`config.mk`:
```
export PLATFORM = sky130hd
export DESIGN_NAME = crank_queue
export DESIGN_NICKNAME = d
export VERILOG_FILES = /design/src/crank_pkg.sv /design/src/crank_queue.sv
export SDC_FILE = /design/constraint.sdc
export NUM_CORES = 1
export LEC_CHECK = 0
export BUFFER_PORTS_ARGS = -buffer_cell sky130_fd_sc_hd__buf_2
export CAP_MARGIN = 20
export CORE_AREA = 3 3 113 115
export CTS_CLUSTER_DIAMETER = 50
export CTS_CLUSTER_SIZE = 20
export DETAILED_ROUTE_END_ITERATION = 10
export DIE_AREA = 0 0 116 118
export PLACE_DENSITY = 0.67
export SLEW_MARGIN = 20
export SYNTH_ARGS = -nofsm -noshare
export SYNTH_HDL_FRONTEND = slang
export SYNTH_SLANG_ARGS = --single-unit
```
`constraint.sdc`:
```
create_clock -name clk -period 6.4 [get_ports clk]
set_clock_uncertainty 0.15 [all_clocks]
set_input_delay 0.96 -clock clk [delete_from_list [all_inputs] [get_ports clk]]
set_output_delay 0.96 -clock clk [all_outputs]
set_load 0.02 [all_outputs]
```
`src/crank_pkg.sv`:
```
// crank_pkg: shared constants, types and state encoding for the dense rank block
// no dependencies
`default_nettype none
package crank_pkg;

  localparam int MAX_ITEMS = 64;
  localparam int VAL_W     = 64;
  localparam int RANK_W    = 6;
  localparam int IDX_W     = (MAX_ITEMS > 1) ? $clog2(MAX_ITEMS) : 1;
  localparam int CNT_W     = $clog2(MAX_ITEMS + 1);
  localparam int RAM_W     = VAL_W + 1;
  localparam int Q_DEPTH   = 2;
  localparam int Q_PW      = (Q_DEPTH > 1) ? $clog2(Q_DEPTH) : 1;

  typedef struct packed {
    logic signed [VAL_W-1:0] value;
    logic                    store;
    logic                    close;
  } crank_item_t;

  typedef enum logic [2:0] {
    B_IDLE,
    B_DUP,
    B_WRITE,
    B_RANK_I,
    B_RANK_IL,
    B_RANK_J,
    B_EMIT
  } crank_state_t;

endpackage
`default_nettype wire

```
`src/crank_queue.sv`:
```
// crank_queue: short fifo of tagged items between front and back
// depends on crank_pkg
`default_nettype none
module crank_queue (
  input  wire logic                  clk,
  input  wire logic                  rst_n,
  input  wire logic                  push,
  input  wire crank_pkg::crank_item_t push_item,
  output logic                       full,
  input  wire logic                  pop,
  output logic                       not_empty,
  output crank_pkg::crank_item_t     head
);
  import crank_pkg::*;

  crank_item_t      ent_r [Q_DEPTH];
  logic [Q_PW-1:0]  wp_r, wp_nxt, rp_r, rp_nxt;
  logic [Q_PW:0]    cnt_r, cnt_nxt;
  logic             do_pop;

  assign full      = (cnt_r == (Q_PW+1)'(Q_DEPTH));
  assign not_empty = (cnt_r != '0);
  assign head      = ent_r[rp_r];
  assign do_pop    = pop && not_empty;

  always_comb begin
    wp_nxt  = wp_r;
    rp_nxt  = rp_r;
    cnt_nxt = cnt_r;
    if (push) begin
      wp_nxt = (wp_r == Q_PW'(Q_DEPTH - 1)) ? '0 : wp_r + Q_PW'(1);
    end
    if (do_pop) begin
      rp_nxt = (rp_r == Q_PW'(Q_DEPTH - 1)) ? '0 : rp_r + Q_PW'(1);
    end
    if (push && !do_pop) begin
      cnt_nxt = cnt_r + (Q_PW+1)'(1);
    end else if (!push && do_pop) begin
      cnt_nxt = cnt_r - (Q_PW+1)'(1);
    end
  end

  always_ff @(posedge clk) begin
    if (push) begin
      ent_r[wp_r] <= push_item;
    end
  end

  always_ff @(posedge clk) begin
    if (!rst_n) begin
      wp_r  <= '0;
      rp_r  <= '0;
      cnt_r <= '0;
    end else begin
      wp_r  <= wp_nxt;
      rp_r  <= rp_nxt;
      cnt_r <= cnt_nxt;
    end
  end

  a_no_push_full: assert property (@(posedge clk) disable iff (!rst_n)
    full |-> !push) else $error("queue written while full");
  a_cnt_range: assert property (@(posedge clk) disable iff (!rst_n)
    cnt_r <= (Q_PW+1)'(Q_DEPTH)) else $error("queue count out of range");
  a_pop_moves: assert property (@(posedge clk) disable iff (!rst_n)
    (do_pop && !push) |=> (cnt_r == $past(cnt_r) - (Q_PW+1)'(1)))
    else $error("queue count did not drop on pop");

endmodule
`default_nettype wire

```
==> flow_summary.ini <==
[layout]
drive_gt1_share_pct = 61.0
final_cell_area_mm2 = 0.00647
fill_cells = 977
final_nets = 448
final_util_pct = 54.4
regArea_mm2 = 0.00407
syn_to_final_growth_pct = 29.8
antenna_cells = 0
multi_input_area_um2 = 873

[pwr]
p_leak_uw = 0.00244
powerDensity_mw_per_mm2 = 421
combPwrFrac_pct = 19.2
intPower_uw = 2020
p_sw_uw = 703
pwr-share-seq_pct = 41.5
max-vdd-ir-drop_mv = 0.200
p_total_uw = 2730
clock_power_share_pct = 39.3
power.share.switching_pct = 25.8

[worst_setup_path]
path_max_fanout = 66
ff2ff_setup_slack_ns = 4.34
reg2reg_from = wp_r$_SDFFE_PN0P_
crit_arrival_ns = 1.97
crit_path_end_kind = primary output
crit_type = reg2out
reg2regPathDepth = 2
r2r-end = ent_r[0][8]$_DFFE_PP_
setup.worst_path.start_class = flop
required_ns = 5.29

[die]
ios = 138
die_y_um = 118
initial_core_util_pct = 41.9
rows = 40
dieArea_mm2 = 0.0137
core_mm2 = 0.0119
die_x_um = 116

[min_path]
whs_path_depth = 2
hold_path.class = reg2reg
hold_path_startpoint = cnt_r[1]$_SDFFE_PN0P_
holdPathEnd = cnt_r[1]$_SDFFE_PN0P_

[route]
vias = 2587
via_per_inst = 4.82
drt_iter0_drc = 143
first_pass_iters = 5
wl_per_cell_um = 16.3
final_antenna_net_count = 0
drc = 0
drt-total-wl_um = 8750

[clocking]
cts-htree-levels = 4
postCtsHoldBufs = 0
root_buffer = clkbuf_16
post_cts_buffers = 0
cts_buffer_depth = 2
cts_tree = done
clock_sinks = 137
clock_latency_ns = 0.40
clk_pin_slew_worst_paths_ns = 0.06
numCtsBuffers = 17
cts_resized = 0

[logic_synthesis]
synth_edf_count = 132
yosysMostFrequentCell = edfxtp_1
yosysWarnings = 0
synth_area_mm2 = 0.00499
synth_compound_area_share_pct = 0.502
ys_seq_area_share_pct = 81.4
synth_common_cells = 132 x edfxtp_1, 66 x mux2_2, 5 x dfxtp_1, 4 x and2_1, 4 x buf_6
synth.mux.area_fraction_pct = 14.9
synth-simple-area-share_pct = 1.13
synth_xor_area_share_pct = 0.527
syn-num-nets = 298
yosysTopAreaCellShare_pct = 79.4
synth_seq_cells = 137
ys_top_cells_by_area = edfxtp_1 79%, mux2_2 15%, dfxtp_1 2.0%
syn-instance-count = 227
synth_top_family_by_area = multiplexers
syn_avg_cell_area_um2 = 22.0
synth_flop_cell = edfxtp_1
synth_top_cell_by_area = edfxtp_1
synth_fa_ha_area_share_pct = 0.251
synthDistinctLibCells = 17
async_reset_ff_share_pct = 0

[job]
drv_cap = 0

[sta]
min_period_ns = 3.08
fin_crit_sh_pct = 48.2
timing.final.hold_violations = 0
finalSetupViolations = 0
tightest_slew_ns = 0.906
final_max_slew_viol_count = 0
max_freq_mhz = 324
fin_ws_ns = 3.32
tns_ns = 0
timing.slew.headroom_pct = 39.6
rsz0062_at_grt = false

[grt]
gr-total-overflow = 0
antenna_found_initial = 0
track_usage_pct = 13.7
grt_max_degree = 67
first_global_vias = 2855
grt_pass1_wl_um = 14000

[place]
gp_congestion = 0.680
place_hpwl_um = 5400
pre_cts_ws_ns = 3.46
port_buffers = 137
placed_cell_area_mm2 = 0.00582

[status]
outcome = complete, no violations
[routing by layer]
| metal | track usage [%] | routed length [µm] | share of wire [%] |
|---|---|---|---|
| met1 | 14.7 | 3380 | 39 |
| met2 | 22.9 | 4460 | 51 |
| met3 | 6.02 | 733 | 8.4 |
| met4 | 6.74 | 174 | 2.0 |
| met5 | 0 | 0 | 0 |
[power by group through the flow]
stage          registers, µW  clock network (µW)  logic, µW
2_1_floorplan           1080                   0        445
3_3_place_gp            1150                   0        525
3_5_place_dp            1160                   0        529
4_1_cts                 1140                1100        532
5_1_grt                 1150                1140        562
6_report                1130                1070        523
[logic make-up after synthesis]
logic type                 count (synthesis)
DFF                                      137
muxes                                     66
and+or+nand+nor                            9
buffers and inverters                      7
AOI/OAI and AO/OA                          4
xor gates and xnor gates                   3
adders and majority gates                  1
[through the flow]
stage	cells	hold slack (ns)
finish	537	0.370
global route	537	0.417
CTS	537	0.376
detailed placement	505	0.368
global placement	505	0.340
floorplan	227	0.324
[sequential cells by signal, summed over array words and instances (netlist names), named ones only]
name and cells:
wp_r 1, ent_r 132, cnt_r 2, rp_r 1
[worst max-delay path, cell delays in order, from the launching register on]
cell,delay [ns]
dfxtp_4,0.93
mux2_2,0.42
buf_2,0.16
[cells in the final DEF (no fill, tap or decap), drive strengths merged]
cell type  count
clkinvlp       2
or3            1
dfxtp          5
bufinv         6
o21a           1
buf          138
nor2b          3
xnor2          2
ha             1
o21ai          2
or2            1
and2           4
edfxtp       132
a21boi         1
mux2          66
clkinv         6
clkbuf        18
xor2           1
[worst max path at each step]
stage / start / endpoint / slack (ns) / cells past startpoint
final: flop / head[14] / 3.32 / 2
after global routing: flop / head[27] / 3.20 / 2
after CTS: flop / head[14] / 3.24 / 2
after detailed placement: push / ent_r[0][3]$_DFFE_PP_ / 3.46 / 3
after global placement: push / ent_r[0][3]$_DFFE_PP_ / 3.51 / 3
after floorplan: push / ent_r[0][0]$_DFFE_PP_ / 1.86 / 1
[area by class of cell]
type,instances,area share (%)
well taps,147,2.84
multi-input cells,83,13.5
repair buffers,138,10.7
flip-flops and latches,137,62.8
clock buffers,18,6.63
clock inverters,14,3.52
Power figures use the tool's default switching activity.
