===== src/crank_pkg.sv =====
// crank_pkg: shared constants, types and state encoding for the dense rank block
// no dependencies
`default_nettype none
package crank_pkg;

  localparam int MAX_ITEMS = 64;
  localparam int VAL_W     = 64;
  localparam int RANK_W    = 6;
  localparam int IDX_W     = (MAX_ITEMS > 1) ? $clog2(MAX_ITEMS) : 1;
  localparam int CNT_W     = $clog2(MAX_ITEMS + 1);
  localparam int RAM_W     = VAL_W + 1;
  localparam int Q_DEPTH   = 2;
  localparam int Q_PW      = (Q_DEPTH > 1) ? $clog2(Q_DEPTH) : 1;

  typedef struct packed {
    logic signed [VAL_W-1:0] value;
    logic                    store;
    logic                    close;
  } crank_item_t;

  typedef enum logic [2:0] {
    B_IDLE,
    B_DUP,
    B_WRITE,
    B_RANK_I,
    B_RANK_IL,
    B_RANK_J,
    B_EMIT
  } crank_state_t;

endpackage
`default_nettype wire


===== src/crank_front.sv =====
// crank_front: accepts input items and tags each as stored or dropped, closing or not
// depends on crank_pkg
`default_nettype none
module crank_front (
  input  wire logic                           clk,
  input  wire logic                           rst_n,
  input  wire logic                           in_valid,
  output logic                                in_stall,
  input  wire logic signed [crank_pkg::VAL_W-1:0] in_value,
  input  wire logic                           in_end_of_batch,
  input  wire logic                           q_full,
  output logic                                q_push,
  output crank_pkg::crank_item_t              q_item
);
  import crank_pkg::*;

  logic [CNT_W-1:0] cnt_r, cnt_nxt;
  logic             room;

  assign room     = (cnt_r < CNT_W'(MAX_ITEMS));
  assign in_stall = q_full;
  assign q_push   = in_valid && !q_full;

  always_comb begin
    q_item.value = in_value;
    q_item.store = room;
    q_item.close = in_end_of_batch;
  end

  always_comb begin
    cnt_nxt = cnt_r;
    if (q_push) begin
      if (in_end_of_batch) begin
        cnt_nxt = '0;
      end else if (room) begin
        cnt_nxt = cnt_r + CNT_W'(1);
      end
    end
  end

  always_ff @(posedge clk) begin
    if (!rst_n) begin
      cnt_r <= '0;
    end else begin
      cnt_r <= cnt_nxt;
    end
  end

endmodule
`default_nettype wire


===== config.mk =====
export PLATFORM = sky130hd
export DESIGN_NAME = crank_front
export DESIGN_NICKNAME = d
export VERILOG_FILES = /design/src/crank_pkg.sv /design/src/crank_front.sv
export SDC_FILE = /design/constraint.sdc
export NUM_CORES = 1
export LEC_CHECK = 0
export ABC_AREA = 1
export ABC_CLOCK_PERIOD_IN_PS = 3090
export BUFFER_PORTS_ARGS = -buffer_cell sky130_fd_sc_hd__buf_2
export CAP_MARGIN = 25
export CELL_PAD_IN_SITES_DETAIL_PLACEMENT = 0
export CELL_PAD_IN_SITES_GLOBAL_PLACEMENT = 2
export CORE_MARGIN = 10
export CORE_UTILIZATION = 13
export CTS_CLUSTER_DIAMETER = 150
export DETAILED_ROUTE_END_ITERATION = 8
export PLACE_DENSITY_LB_ADDON = 0.12
export SLEW_MARGIN = 20
export SYNTH_ARGS = -nofsm -noshare
export SYNTH_HDL_FRONTEND = slang
export SYNTH_SLANG_ARGS = --single-unit

===== constraint.sdc =====
create_clock -name clk -period 3.09 [get_ports clk]
set_input_delay 0.618 -clock clk [delete_from_list [all_inputs] [get_ports clk]]
set_output_delay 0.618 -clock clk [all_outputs]
set_load 0.01 [all_outputs]

==> results of run 1 <==
-- layout make-up --
type / count / share of cell area (%)
Clock buffer: 4 / 7.69
Inverter: 11 / 7.05
Multi-Input combinational cell: 40 / 37.4
Sequential cell: 7 / 23.9
Tap cell: 80 / 17.1
Timing Repair Buffer: 8 / 6.84
-- worst register-to-register path, stage by stage, from the launching register on --
cell and delay [ns]:
dfxtp_1 0.37, ha_1 0.17, inv_1 0.07, nor2_1 0.19, nand2_1 0.08, nor2_1 0.09
o21ai_0 0.07, nor2_1 0.08
-- layer usage --
layer | up-vias | share of wire, %
li1 | 203 | -
met1 | 188 | 34
met2 | 26 | 48
met3 | 12 | 15
met4 | 0 | 2.6
met5 | - | 0
-- metrics by stage --
step | setup WS (ns) | total power [mW] | utilization, %
global placement | 1.42 | 0.116 | 8.00
floorplan | 1.66 | 0.193 | -
global route | 1.38 | 0.258 | 8.67
finish | 1.42 | 0.244 | 8.67
CTS | 1.41 | 0.253 | 8.67
detailed placement | 1.41 | 0.116 | 8.00
-- worst max path at each step --
| stage | start | end | slack [ns] | cells past startpoint |
|---|---|---|---|---|
| floorplan | in_valid | q_push | 1.66 | 2 |
| global placement | q_full | q_push | 1.42 | 3 |
| detailed placement | q_full | q_push | 1.41 | 3 |
| CTS | q_full | q_push | 1.41 | 3 |
| global route | q_full | q_push | 1.38 | 3 |
| finish | q_full | q_push | 1.42 | 3 |
-- cell usage after synthesis --
| master | instances |
|---|---|
| ha_1 | 1 |
| nand2_4 | 1 |
| a21boi_0 | 1 |
| dfxtp_1 | 7 |
| buf_4 | 67 |
| and3_1 | 1 |
| o21ai_1 | 1 |
| nor3b_2 | 1 |
| o21ai_0 | 2 |
| nor2_1 | 9 |
| nor2_2 | 1 |
| nand2_1 | 11 |
| inv_1 | 11 |
| nor3_1 | 1 |
| o21ai_2 | 1 |
| a21oi_1 | 2 |
| nand4_1 | 1 |
| nor2_4 | 2 |
| nand3_1 | 4 |
-- power groups by stage --
stage          Clock, mW  Sequential [mW]  Combinational [mW]
4_1_cts            0.139           0.0929              0.0212
3_3_place_gp           0           0.0947              0.0216
6_report           0.131           0.0930              0.0204
2_1_floorplan          0           0.0942              0.0986
3_5_place_dp           0           0.0945              0.0212
5_1_grt            0.142           0.0931              0.0231
-- logic make-up (layout without fill, tap and decap cells) --
logic type,Yosys count,in the layout
AOI/OAI and AO/OA,7,7
adders and majority gates,1,1
buffers and inverters,78,23
and+or+nand+nor,32,32
DFF,7,7
==> results.md, run 1 <==
* CP peak stage delay at around 0.16 ns
* Routed vias at about 430
* Switching Fraction at 22.8%
* Die Span X at approximately 100 um
* Post-synthesis xor/xnor area fraction at 0%
* RSZ-0062 raised after global routing: no
* Met1 usage at under 10%
* FF-to-FF path depth at 7
* Yosys cell types at 19
* Cell family with most CP delay: buffers and inverters
* Core region area at between 0.006 and 0.007 mm2
* Non-filler instance count after layout at 150
* Pin count of the biggest net entering global routing at 6
* Per-cell routed wire length at roughly 11 um
* Commonest cells after routing, fill and taps aside: 11 x inv_1, 11 x nand2_1, 9 x nor2_1
* Reg power frac at between 30% and 40%
* Top Registers: cnt_r: 7 flops
* Yosys warns at 0
* CTS tree: done
* Worst Clk Skew at around 0.0061 ns
* CTS max path bufs at 2
* Vias in the first global route at 432
* Placed Instances at about 150
* Yosys reg bits at 7
* Number of DRC markers in iteration 0 at 8
* First-pass GRT wire length at roughly 2.4 mm
* Placed cell area at between 500 and 600 um2
* Area leader, netlist: buf_4
* Worst rel slew slack at 85.5%
* Multi-input logic area at between 200 and 250 um2
* Placer Congestion at around 0.61
* Gate power share at about 8.4%
* Post-synth top area share at about 56%
* Worst hold path stage count at 4
* GRT Max-Usage Layer: met2
* DRT Pass-1 Iters at 2
* Crit-path cells: buf_2 > nor2_4 > buf_2
* Int Pwr at between 0.15 and 0.2 mW
* PD cells at 417 mW/mm2
* CTS Hold Buffers Added at 0
* Fin nets at approximately 140
* Peak Freq at between 500 and 600 MHz
* CTS Buf Count at 3
* Adder-Cell Fraction of Synth Area at under 10%
* Crit Path Max Fanout at 4
* Worst EP required at 2.47 ns
* Type of element capturing the critical path: output pin
* WHS Endpoint: cnt_r[5]
* HP Class: flop to flop
* Arrival @ worst endpoint at 1.05 ns
* Most prevalent standard cell on the critical path: buf_2
* Vias per cell at approximately 2.9
* Clk Tree Root Cell: clkbuf_8
* Initial antenna violation count at 0
* Clk Latency, worst-skew pair at 0.23 ns
* GR Util met2 at approximately 4.7%
* Switching power at roughly 0.056 mW
* Slew Viols, Final at 0
* Final Cell Area at roughly 590 um2
* Fill count at between 700 and 800
* Clk sinks at 7
* Final ANT Viol Nets at 0
* Syn_area_per_cell at between 7 and 8 um2
* Max-cap viol count at 0
* Biggest register: cnt_r
* VDD IR max at approximately 0.065 mV
* Met3 global-route usage at under 10%
* Row count at 30
* Clk pwr share at 53.5%
* Lkg Pwr at approximately 0.22 nW
* CP bufs+invs at 2
* Syn Nets at approximately 200
* Max FFs per register at 7
* RR Endpoint: cnt_r[4]
* GRT overflow at 0
* Synth Area in Compound Gates at 4.57%
* Post-DP HPWL at between 1 and 1.5 mm
* Die Y at slightly above 100 um
* Min cycle time layout at 1.67 ns
* Gate Count Post-Synth at about 130
* Die area at 0.0107 mm2
* Mux share of post-synthesis cell area at 0%
* Fraction of layout cells with a size suffix above 1 at between 20% and 30%
* IO Port Bufs at 8
* Main combinational cell family by area after synthesis: buffers and inverters
* Area grow syn2layout at -35.2%
* Overall Global Routing Usage at a little over 3%
* Post-Syn Area at 903 um2
* Worst path slowest cell: nor2_4
* Sequential area share after synthesis at roughly 16%
* Final setup vio count at 0
* Final Hold Viols at 0
* Min Hold Slack at around 0.5 ns
* Measured slew at the worst slew-check pin at 0.217 ns
* Dominant cells by area after synthesis: buf_4 56%, dfxtp_1 16%, inv_1 4.6%
* Hold_sp: cnt_r[5]
* Initial Utilization at 13.4%
* Post-Route WL at approximately 1.6 mm
* Status: complete, no violations
* RR Startpoint: cnt_r[0]
* Post_cts resized at 0
* I/O pin count at 137
* Critical path launch point type: primary input
* Register area at around 140 um2
* TNS Setup at 0 ns
* Postcts setup bufs at 0
* H-tree Lvls at 1
* Reg2reg setup slack at roughly 1.9 ns
* Worst Setup Path Type: primary input to output pin
* Synth Area in Simple Gates at a little under a fifth
* Part of the cycle the worst path needs at between 50% and 60%
* Antenna diodes at 0
* Worst-path clk slew at ~0.04 ns
* DRC viols at 0
(Power assumes the default switching activity.)
==> run 2, diff against run 1 <==
Settings changed: ABC_AREA 1 to 0, ABC_CLOCK_PERIOD_IN_PS 3090 to 1600, CORE_UTILIZATION 13 to 12.
Clock period 3.09 ns to 1.6 ns, I/O delays scaled along.
==> run 2 against run 1 <==
Utilization decreased by 0.55 points. Via count decreased by 3.7%. Worst setup slack got worse by 1.2 ns. Power increased by 95%. Final area increased by 1.1%. Non-clock buffer count unchanged. Sequential share of layout area decreased by 0.25 points. Area after synthesis decreased by 0.28%. Combinational power increased by 76%. Register-to-register slack got worse by 1.7 ns. Hold slack got worse by 0.085 ns. Sequential cell count unchanged. Critical endpoint is now cnt_r[2]. Largest power group unchanged.
==> results.md, run 2 <==
* Yosys reg bits at 7 (unchanged)
* Pin count of the biggest net entering global routing at 10 (+4)
* Ys async rst share at 0% (unchanged)
* Final setup margin at 0.226 ns (-1.19 ns)
* Area grow syn2layout at -34.3%
* CTS Buf Count at 3 (unchanged)
* Post-synth top area share at 55.8% (+0.15 points)
* Clk sinks at 7 (unchanged)
* Die Y at 107 um (+3.2%)
* Area leader, netlist: buf_4
* Most common cell after layout, fill and taps aside: buf_2
* Cell family with most CP delay: simple AND/OR/NAND/NOR gates
* Placer Congestion at 0.595 (-3.1%)
* Sequential area share after synthesis at 15.6% (+0.043 points)
* CTS max path bufs at 2 (unchanged)
* Yosys warns at 0 (unchanged)
* Max-cap viol count at 0 (unchanged)
* Worst-path clk slew at 0.05 ns (about the same)
* Part of the cycle the worst path needs at between 80% and 90%
* Final setup vio count at 0 (unchanged)
* First-pass GRT wire length at 2.63 mm (+11%)
* Final Hold Viols at 0 (unchanged)
* Core region area at 0.00729 mm2 (+7.9%)
* Final ANT Viol Nets at 0 (unchanged)
* Post-Route WL at 1.68 mm (+3.5%)
* Vias per cell at 2.68 (-6.2%)
* Overall Global Routing Usage at 2.96% (-0.065 points)
* Worst slack at placement at 0.260 ns (-1.15 ns)
* Commonest cells after routing, fill and taps aside: 8 x buf_2, 7 x dfxtp_1, 4 x inv_1, 4 x nand3b_1
* Peak Freq at 728 MHz
* Syn_area_per_cell at 8.04 um2 (+11%)
* CTS Hold Buffers Added at 0 (unchanged)
* DRT Pass-1 Iters at 2 (unchanged)
* Crit-path cells: ha_1 > inv_1 > or4_1 > a21oi_1
* Clk Tree Root Cell: clkbuf_8
* GRT overflow at 0 (unchanged)
* Die Span X at 107 um (+3.2%)
* Postcts setup bufs at 0 (unchanged)
* Post-Syn Area at 901 um2 (-0.28%)
* Lkg Pwr at 0.184 nW (-17%)
* Max FFs per register at 7 (unchanged)
* Type of element capturing the critical path: flop
* Post_cts resized at 0 (unchanged)
* Worst path slowest cell: or4_1
* Slew Viols, Final at 0 (unchanged)
* Antenna diodes at 0 (unchanged)
* Most frequent cell after synthesis: buf_4
* Min cycle time layout at 1.37 ns
* TNS Setup at 0 ns (unchanged)
* Worst Clk Skew at 0.00139 ns (-0.00476 ns)
* Number of DRC markers in iteration 0 at 9 (+1)
* Syn Nets at 182 (-6.7%)
* Biggest register: cnt_r
* RSZ-0062 raised after global routing: no
* Post-DP HPWL at 1.33 mm (-2.9%)
* Critical path launch point type: flop
* Arrival @ worst endpoint at 1.53 ns (+0.48 ns)
* Fraction of layout cells with a size suffix above 1 at 25.5% (+1.2 points)
* Top Registers: cnt_r: 7 flops
* VDD IR max at 0.265 mV (+310%)
* CP bufs+invs at 1 (-1)
* Initial antenna violation count at 0 (unchanged)
* Yosys cell types at 24 (+5)
* Min Hold Slack at 0.429 ns (-0.0851 ns)
* Crit Path Max Fanout at 4 (unchanged)
* Worst Setup Path Type: flop to flop
* CP peak stage delay at 0.50 ns (+0.34 ns)
* Synth Flop Type: dfxtp_1
* Vias in the first global route at 492 (+14%)
* Die area at 0.0114 mm2 (+6.5%)
* Gate Count Post-Synth at 112 (-10%)
* Post-synth top cells: 67 x buf_4, 7 x dfxtp_1, 4 x inv_1, 4 x nand3b_1
* Measured slew at the worst slew-check pin at 0.527 ns (+0.310 ns)
* Worst EP required at 1.76 ns (-0.71 ns)
* Routed vias at 413 (-3.7%)
* DRC viols at 0 (unchanged)
* H-tree Lvls at 1 (unchanged)
* I/O pin count at 137 (unchanged)
* Post-synth EDFFs at 0 (unchanged)
* Initial Utilization at 12.4% (-1.0 points)
* Row count at 31 (+3.3%)
* Status: complete, no violations
* Clk Latency, worst-skew pair at 0.23 ns (about the same)
* Worst rel slew slack at 64.8% (-21 points)
* Fin nets at 126 (-11%)
* PD cells at 805 mW/mm2 (+93%)
* CTS tree: done
* IO Port Bufs at 8 (unchanged)
* Per-cell routed wire length at 10.9 um (+0.82%)
* HP Class: primary input to flop
* Dominant cells by area after synthesis: buf_4 56%, dfxtp_1 16%, mux2i_1 3.3%
==> run 2: final cells by class <==
type	instances	area, um2
inverter	5	18.8
clock buffer	4	45.0
multi-input combinational	31	224
timing repair buffer	8	40.0
fill	882	6700
tap	99	124
sequential	7	140
==> run 2: kinds of logic after synthesis <==
kind of cell	after synthesis	share of synthesized area, %
DFF	7	15.6
and+or+nand+nor	20	15.0
buffers and inverters	74	59.6
AOI/OAI and AO/OA	7	5.14
muxes	3	3.33
adders and majority gates	1	1.39
==> run 2: worst register-to-register path: stages (launching register included) <==
cell and delay [ns]:
dfxtp_1 0.36, ha_1 0.20, inv_1 0.07, or4_1 0.50, a21oi_1 0.17
==> run 2: worst paths after layout <==
path | start | endpoint | slack (ns) | cells after the start
worst max-delay path | cnt_r[0] | cnt_r[2] | 0.23 | 4
worst min-delay path | in_end_of_batch | cnt_r[0] | 0.43 | 3
worst max register to register | cnt_r[0] | cnt_r[2] | 0.23 | 4
worst min register to register | cnt_r[4] | cnt_r[4] | 0.49 | 2
==> run 2: routing by layer <==
layer	global-route usage (%)	wire length, um	vias to the layer above
met4	3.00	72	0
li1	-	-	184
met1	2.99	691	180
met2	4.21	732	25
met3	1.56	186	24
met5	0	0	-
==> run 2: power by group <==
group          leakage (nW)  switching [mW]  total (mW)  internal [mW]
sequential           0.0565         0.00128       0.178          0.176
combinational         0.105          0.0222      0.0359         0.0137
clock                0.0228          0.0891       0.263          0.174
==> run 2: per-stage QoR <==
stage / std cells / total power, mW / area [um2] / util (%)
after CTS: 154 / 0.487 / 592 / 8.12
after global routing: 154 / 0.497 / 592 / 8.12
after floorplan: 112 / 0.371 / 901 / -
after global placement: 150 / 0.219 / 547 / 7.50
final: 154 / 0.476 / 592 / 8.12
after detailed placement: 150 / 0.219 / 547 / 7.50
==> run 3, diff against run 2 <==
Settings changed: MAX_ROUTING_LAYER set to met4.
==> run 3 against run 2 <==
Register-to-register slack barely moved. Via count stayed put. Critical path type unchanged. Clock skew hardly changed. Final cell count unchanged. Clock power hardly changed. Utilization unchanged. Hold slack is essentially flat. Worst setup slack gained 0.00050 ns. Count of clock-buffer cells in the layout unchanged.
==> results.md, run 3 (same netlist as run 2, synthesis figures left out) <==
* Overall Global Routing Usage at 3.04% (+0.084 points)
* Number of DRC markers in iteration 0 at 9 (unchanged)
* Critical path launch point type: flop
* Lkg Pwr at 0.184 nW (unchanged)
* CTS Hold Buffers Added at 0 (unchanged)
* Top Registers: cnt_r: 7 flops
* Clk Tree Root Cell: clkbuf_8
* Clk sinks at 7 (unchanged)
* Type of element capturing the critical path: flop
* RR Endpoint: cnt_r[2]
* Tot Pwr at 0.477 mW (+0.10%)
* Measured slew at the worst slew-check pin at 0.527 ns (-0.000000417 ns)
* HP Class: primary input to flop
* Final Hold Viols at 0 (unchanged)
* Pin count of the biggest net entering global routing at 10 (unchanged)
* Post-Route WL at 1.69 mm (+0.30%)
* First-pass GRT wire length at 2.64 mm (+0.27%)
* Row count at 31 (unchanged)
* Biggest register: cnt_r
* Clk Latency, worst-skew pair at 0.23 ns (about the same)
* Part of the cycle the worst path needs at 85.9% (about the same)
* Worst hold path stage count at 3 (unchanged)
* Post-DP HPWL at 1.33 mm (unchanged)
* Arrival @ worst endpoint at 1.53 ns (about the same)
* Vias in the first global route at 491 (-0.20%)
* RR Startpoint: cnt_r[0]
* Worst EP required at 1.75 ns (about the same)
* Final ANT Viol Nets at 0 (unchanged)
* Status: complete, no violations
* Final setup vio count at 0 (unchanged)
* Peak Freq at 728 MHz (about the same)
* Worst rel slew slack at 64.8% (unchanged)
* Gate power share at 7.5% (about the same)
* Fill count at 882 (unchanged)
* Postcts setup bufs at 0 (unchanged)
* Routed vias at 413 (unchanged)
* Worst-path clk slew at 0.05 ns (about the same)
* Register area at 140 um2 (unchanged)
* DRC viols at 0 (unchanged)
* Worst Setup Path Type: flop to flop
* VDD IR max at 0.266 mV (+0.14%)
* Switching power at 0.113 mW (+0.40%)
* Initial antenna violation count at 0 (unchanged)
* Min cycle time layout at 1.37 ns (-0.000500 ns)
* Placer Congestion at 0.598 (+0.62%)
* FF-to-FF path depth at 4 (unchanged)
* I/O pin count at 137 (unchanged)
* RSZ-0062 raised after global routing: no
* Commonest cells after routing, fill and taps aside: 8 x buf_2, 7 x dfxtp_1, 4 x inv_1, 4 x nand3b_1
* Multi-input logic area at 224 um2 (unchanged)
* Max-cap viol count at 0 (unchanged)
* WHS Endpoint: cnt_r[0]
* Clk pwr share at 55.2% (about the same)
* Non-filler instance count after layout at 154 (unchanged)
* TNS Setup at 0 ns (unchanged)
* Die area at 0.0114 mm2 (unchanged)
* Most common cell after layout, fill and taps aside: buf_2
* Placed Instances at 150 (unchanged)
* GRT overflow at 0 (unchanged)
* Int Pwr at 0.364 mW (about the same)
* Crit Path Max Fanout at 4 (unchanged)
* Reg2reg setup slack at 0.23 ns (about the same)
* Fraction of layout cells with a size suffix above 1 at 25.5% (unchanged)
* Initial Utilization at 12.4% (unchanged)
* IO Port Bufs at 8 (unchanged)
* Max FFs per register at 7 (unchanged)
* CTS tree: done
* Worst Clk Skew at 0.00107 ns (-0.000314 ns)
* Antenna diodes at 0 (unchanged)
* Area grow syn2layout at -34.3% (unchanged)
* Die Span X at 107 um (unchanged)
* DRT Pass-1 Iters at 2 (unchanged)
* Critical path startpoint: cnt_r[0]
* Per-cell routed wire length at 11.0 um (+0.30%)
* Vias per cell at 2.68 (unchanged)
* Die Y at 107 um (unchanged)
* Slew Viols, Final at 0 (unchanged)
* H-tree Lvls at 1 (unchanged)
* Switching Fraction at 23.7% (+0.070 points)
* CTS Buf Count at 3 (unchanged)
* Post_cts resized at 0 (unchanged)
* Hold_sp: in_end_of_batch
* Fin nets at 126 (unchanged)
* Core region area at 0.00729 mm2 (unchanged)
* PD cells at 806 mW/mm2 (+0.10%)
* CTS max path bufs at 2 (unchanged)
* Reg power frac at 37.3% (about the same)
run 3: per-stage QoR:
step | setup slack [ns] | hold slack, ns | utilization [%] | cell area [um2]
5_1_grt | 0.162 | 0.462 | 8.12 | 592
6_report | 0.226 | 0.429 | 8.12 | 592
3_3_place_gp | 0.258 | 0.476 | 7.50 | 547
3_5_place_dp | 0.260 | 0.489 | 7.50 | 547
4_1_cts | 0.230 | 0.441 | 8.12 | 592
2_1_floorplan | 0.374 | 0.450 | - | 901
run 3: layout make-up:
cell class | count | area share (%)
clock buffer | 4 | 7.61
multi-input combinational | 31 | 37.8
inverter | 5 | 3.17
tap | 99 | 20.9
sequential | 7 | 23.7
timing repair buffer | 8 | 6.77
run 3: worst max path at each step:
stage	end	slack, ns	cells past startpoint
final	cnt_r[2]	0.23	4
after detailed placement	cnt_r[3]	0.26	4
after floorplan	cnt_r[2]	0.37	4
after global placement	cnt_r[2]	0.26	4
after global routing	cnt_r[2]	0.16	4
after CTS	cnt_r[2]	0.23	4
run 3: power by group through the flow:
stage	sequential, mW	clock [mW]	combinational [mW]
after global placement	0.181	0	0.0379
final	0.178	0.263	0.0359
after detailed placement	0.181	0	0.0377
after floorplan	0.180	0	0.191
after global routing	0.177	0.278	0.0413
after CTS	0.177	0.271	0.0379
run 3: per-layer routing:
metal	wire [um]	share of wire, %	track usage [%]	vias up
met5	0	0	-	-
met4	83	4.9	3.00	0
met3	185	11	1.56	26
met2	721	43	4.21	23
met1	697	41	2.99	180
li1	-	-	-	184
run 3: critical path, cell delays in order, from the launching register on:
cell and delay (ns):
dfxtp_1 0.36, ha_1 0.20, inv_1 0.07, or4_1 0.50, a21oi_1 0.17
